<file path="src/hdl/gwv_pkg.sv">
// shared widths, codes and control types for the grouped weighted variance block
package gwv_pkg;

    localparam int KEY_W      = 32;
    localparam int VAL_IN_W   = 16;
    localparam int WEIGHT_W   = 24;
    localparam int VAR_W      = 38;
    localparam int CNT_OUT_W  = 24;
    localparam int STATUS_W   = 2;

    typedef enum logic [STATUS_W-1:0] {
        ST_OK      = 2'd0,
        ST_NO_DATA = 2'd1,
        ST_SINGLE  = 2'd2,
        ST_SAT     = 2'd3
    } t_status;

    typedef enum logic [3:0] {
        S_IDLE,
        S_OPEN,
        S_ACC_A,
        S_ACC_B,
        S_ACC_C,
        S_ACC_D,
        S_CHK,
        S_MUL_S2,
        S_MUL_S1,
        S_MUL_DEN,
        S_DIV,
        S_OUT
    } t_state;

    typedef struct packed {
        logic capture;
        logic open_grp;
        logic close_grp;
        logic acc_a;
        logic acc_b;
        logic acc_c;
        logic acc_d;
        logic mul_ld_s2;
        logic mul_ld_s1;
        logic mul_ld_den;
        logic mul_step;
        logic div_ld;
        logic div_step;
        logic out_load;
    } t_cmd;

    typedef struct packed {
        logic in_action;
        logic have_group;
        logic key_match;
        logic flush;
        logic few_samples;
        logic mul_done;
        logic div_last;
        logic out_free;
    } t_stat;

endpackage

</file>
<file path="src/hdl/gwv_ctrl.sv">
// controller state machine sequencing accumulation and group reports
module gwv_ctrl (
    input  logic            i_clk,
    input  logic            i_rst_n,
    input  logic            i_valid,
    output logic            o_ready,
    input  gwv_pkg::t_stat  i_stat,
    output gwv_pkg::t_cmd   o_cmd
);
    import gwv_pkg::*;

    t_state r_state;
    t_state n_state;

    always_ff @(posedge i_clk) begin
        if (!i_rst_n) begin
            r_state <= S_IDLE;
        end else begin
            r_state <= n_state;
        end
    end

    always_comb begin
        n_state = r_state;
        o_cmd   = '0;
        o_ready = 1'b0;
        unique case (r_state)
            S_IDLE: begin
                o_ready = 1'b1;
                if (i_valid) begin
                    o_cmd.capture = 1'b1;
                    priority if (i_stat.in_action) begin
                        n_state = S_CHK;
                    end else if (!i_stat.have_group) begin
                        n_state = S_OPEN;
                    end else if (!i_stat.key_match) begin
                        n_state = S_CHK;
                    end else begin
                        n_state = S_ACC_A;
                    end
                end
            end
            S_OPEN: begin
                o_cmd.open_grp = 1'b1;
                n_state        = S_ACC_A;
            end
            S_ACC_A: begin
                o_cmd.acc_a = 1'b1;
                n_state     = S_ACC_B;
            end
            S_ACC_B: begin
                o_cmd.acc_b = 1'b1;
                n_state     = S_ACC_C;
            end
            S_ACC_C: begin
                o_cmd.acc_c = 1'b1;
                n_state     = S_ACC_D;
            end
            S_ACC_D: begin
                o_cmd.acc_d = 1'b1;
                n_state     = S_IDLE;
            end
            S_CHK: begin
                if (i_stat.few_samples) begin
                    n_state = S_OUT;
                end else begin
                    o_cmd.mul_ld_s2 = 1'b1;
                    n_state         = S_MUL_S2;
                end
            end
            S_MUL_S2: begin
                if (i_stat.mul_done) begin
                    o_cmd.mul_ld_s1 = 1'b1;
                    n_state         = S_MUL_S1;
                end else begin
                    o_cmd.mul_step = 1'b1;
                end
            end
            S_MUL_S1: begin
                if (i_stat.mul_done) begin
                    o_cmd.mul_ld_den = 1'b1;
                    n_state          = S_MUL_DEN;
                end else begin
                    o_cmd.mul_step = 1'b1;
                end
            end
            S_MUL_DEN: begin
                if (i_stat.mul_done) begin
                    o_cmd.div_ld = 1'b1;
                    n_state      = S_DIV;
                end else begin
                    o_cmd.mul_step = 1'b1;
                end
            end
            S_DIV: begin
                o_cmd.div_step = 1'b1;
                if (i_stat.div_last) begin
                    n_state = S_OUT;
                end
            end
            S_OUT: begin
                if (i_stat.out_free) begin
                    o_cmd.out_load = 1'b1;
                    if (i_stat.flush) begin
                        o_cmd.close_grp = 1'b1;
                        n_state         = S_IDLE;
                    end else begin
                        n_state = S_OPEN;
                    end
                end
            end
            default: begin
                n_state = S_IDLE;
            end
        endcase
    end

endmodule

</file>
<file path="config.mk">
export PLATFORM = sky130hd
export DESIGN_NAME = gwv_ctrl
export DESIGN_NICKNAME = d
export VERILOG_FILES = /design/src/hdl/gwv_pkg.sv /design/src/hdl/gwv_ctrl.sv
export SDC_FILE = /design/constraint.sdc
export NUM_CORES = 1
export LEC_CHECK = 0
export BUFFER_PORTS_ARGS = -buffer_cell sky130_fd_sc_hd__buf_2
export CORE_AREA = 2 2 39 41
export CTS_CLUSTER_SIZE = 20
export DETAILED_ROUTE_END_ITERATION = 8
export DIE_AREA = 0 0 41 43
export GPL_TIMING_DRIVEN = 0
export PLACE_DENSITY = 0.66
export SYNTH_ARGS = -nofsm -noshare
export SYNTH_HDL_FRONTEND = slang
export SYNTH_SLANG_ARGS = --single-unit
</file>
<file path="constraint.sdc">
create_clock -name i_clk -period 2.4 [get_ports i_clk]
set_input_delay 0.12 -clock i_clk [delete_from_list [all_inputs] [get_ports i_clk]]
set_output_delay 0.12 -clock i_clk [all_outputs]
set_load 0.1 [all_outputs]
</file>
==> results.json <==
{
  "outcome": "complete, no violations",
  "yosysTopAreaCell": "dfxtp_1",
  "ys_ff_latch": 4,
  "largest_register_ffs": 4,
  "min_path_type": "in -> reg",
  "top_register": "r_state",
  "vias": 622,
  "synth_warnings": 0,
  "holdBufCountCts": 0,
  "nets": 110,
  "r2r-start": "r_state[0]",
  "cts_tree": "done",
  "setup_viol": 0,
  "synthMuxAreaShare": 0.0215,
  "pin_count": 26,
  "worst_pin_slew_ns": 0.493,
  "largestRegisters": "r_state: 4 flops",
  "synthXorXnorAreaFrac": 0,
  "reg2reg_setup_slack_ns": 0.81,
  "wl_per_cell_um": 12.1,
  "mostFrequentLayoutCells": "buf_2 (27), nor2_1 (6)",
  "utilization": 0.514,
  "insertion_delay_ns": 0.22,
  "synth_nets": 80,
  "cts.path.max_buffers": 2,
  "layout_commonest_cell": "buf_2",
  "startpoint_type": "flop",
  "max_stage_delay_ns": 0.51,
  "cap_violations": 0,
  "cts_buffers": 3,
  "cts_num_sinks": 4,
  "arrival_ns": 1.78,
  "path_clk_slew_ns": 0.03,
  "viasPerCell": 5.50,
  "min_period_over_period": 0.793,
  "ff2ff_path_depth": 4,
  "drt-initial-drc-count": 19,
  "synthSimpleGateAreaFrac": 0.354,
  "fin_crit_ns": 1.90,
  "cts_root_buf": "clkbuf_4",
  "synth_area_sq_um": 523,
  "grt_max_degree": 11,
  "area_delta_synth_final_pct": 36.1,
  "synth_top_area_share": 0.153,
  "fin_area_sq_um": 712,
  "numPortBuffers": 25,
  "slowest_stage": "or4_4",
  "hold_depth": 3,
  "critPathMaxFanout": 9,
  "grt_setup_unrepaired": "false",
  "synth_top_family_by_area": "compound AO/OA/AOI/OAI gates",
  "start_util": 0.378,
  "cts_htree_levels": 1,
  "synthAdderAreaFrac": 0,
  "die_w_um": 41,
  "drive_gt1_frac": 0.515,
  "r2r-end": "r_state[3]",
  "cp-end-kind": "primary output",
  "grt_pass1_wl_um": 2130,
  "worstPathCellList": "buf_6 > or4_4 > inv_1 > and2_2 > buf_2",
  "ys_top_cells_by_area": "dfxtp_1 (15%), nor3_1 (7.7%), nand2b_1 (6.0%)",
  "dieArea_sq_um": 1760,
  "skew_ns": 0.000616,
  "cts-resized-gates": 0,
  "synth.avg_cell_area_sq_um": 7.58,
  "grt_usage": 0.169,
  "num_rows": 14,
  "slew_viol_final": 0,
  "hold_viol": 0,
  "core_area_sq_um": 1380,
  "syn_inst": 69,
  "synth_compound_area_frac": 0.366,
  "diodes": 0,
  "first_pass_iters": 4,
  "gp_congestion": 0.854,
  "yosysSeqAreaShare": 0.153,
  "max_freq_mhz": 525,
  "critPathKind": "reg -> out",
  "grt_overflow": 0,
  "whs_endpoint": "r_state[0]",
  "critPathRequiredTime_ns": 2.28,
  "fillers": 149,
  "max_slew_margin": 0.671,
  "antenna_found_initial": 0,
  "hp-start": "i_rst_n",
  "grt_pass1_vias": 485,
  "ys_types": 33,
  "finalWirelength_um": 1370,
  "drc": 0,
  "cts_setup_buffers": 0,
  "die_height_um": 43,
  "final_antenna_net_count": 0,
  "place_area_sq_um": 689,
  "dp_hpwl_um": 1070
}
==> metrics by stage <==
step / cells / hold WS, ns / setup TNS (ns) / setup WS, ns
floorplan: 69 / 0.312 / -2.12 / -0.473
global placement: 110 / 0.433 / 0 / 0.737
detailed placement: 110 / 0.423 / 0 / 0.723
CTS: 113 / 0.190 / 0 / 0.482
global route: 113 / 0.197 / 0 / 0.382
finish: 113 / 0.193 / 0 / 0.496
==> worst max-delay path, delay by kind of cell (launching register included) <==
kind | cells | cell delay, ns
simple gates | 2 | 0.64
buf+inv | 3 | 0.62
flops | 1 | 0.30
==> worst max path at each step <==
| stage | start | to | slack (ns) | cells after the start |
|---|---|---|---|---|
| after global routing | r_state[0] | o_cmd[7] | 0.38 | 4 |
| final | r_state[2] | o_cmd[13] | 0.50 | 5 |
| after floorplan | r_state[1] | o_cmd[10] | -0.47 | 3 |
| after CTS | r_state[2] | o_cmd[13] | 0.48 | 5 |
| after global placement | r_state[2] | o_cmd[13] | 0.74 | 5 |
| after detailed placement | r_state[2] | o_cmd[13] | 0.72 | 5 |
==> Yosys cell counts <==
cell       number
clkbuf_1        1
a21oi_2         2
nand2_1         5
o21ai_1         2
buf_6           1
or4_4           1
a2111oi_2       1
and4b_4         1
o32ai_4         1
nor3b_1         1
o31a_1          1
mux2_2          1
o22ai_1         1
nor3_2          1
dfxtp_1         4
inv_1           5
buf_2           2
nor3_1          8
o32a_2          1
nand2b_1        5
a21oi_1         3
o31ai_1         1
a211oi_1        1
o21ai_0         1
nand3_1         1
nor2_1          6
and2_1          3
o21bai_4        1
nor2_2          1
a311oi_2        1
o2111ai_1       3
buf_4           1
inv_2           1
==> metal layers <==
metal	share of wire	wire length, um	track usage
met1	0.45	609	0.225
met2	0.49	673	0.269
met3	0.057	78	0.0314
met4	0.0029	4	0.0400
met5	0	0	0
==> kinds of logic (layout without fill, tap and decap cells) <==
group | count (synthesis) | in the layout
AO/OA/AOI/OAI | 20 | 20
buffers and inverters | 11 | 39
flip-flops | 4 | 4
multiplexers | 1 | 1
AND/OR/NAND/NOR | 33 | 33
==> final cells by class <==
cell class / count / area (sq um) / area share
Multi-Input combinational cell: 54 / 409 / 0.575
Buffer: 5 / 32.5 / 0.0457
Tap cell: 16 / 20.0 / 0.0281
Clock buffer: 3 / 22.5 / 0.0316
Sequential cell: 4 / 80.1 / 0.112
Timing Repair Buffer: 25 / 125 / 0.176
Inverter: 6 / 22.5 / 0.0316
Power is left out: the tool's default activity adds up to more than one toggle a clock period on the data nets, which glitch-free logic cannot reach.
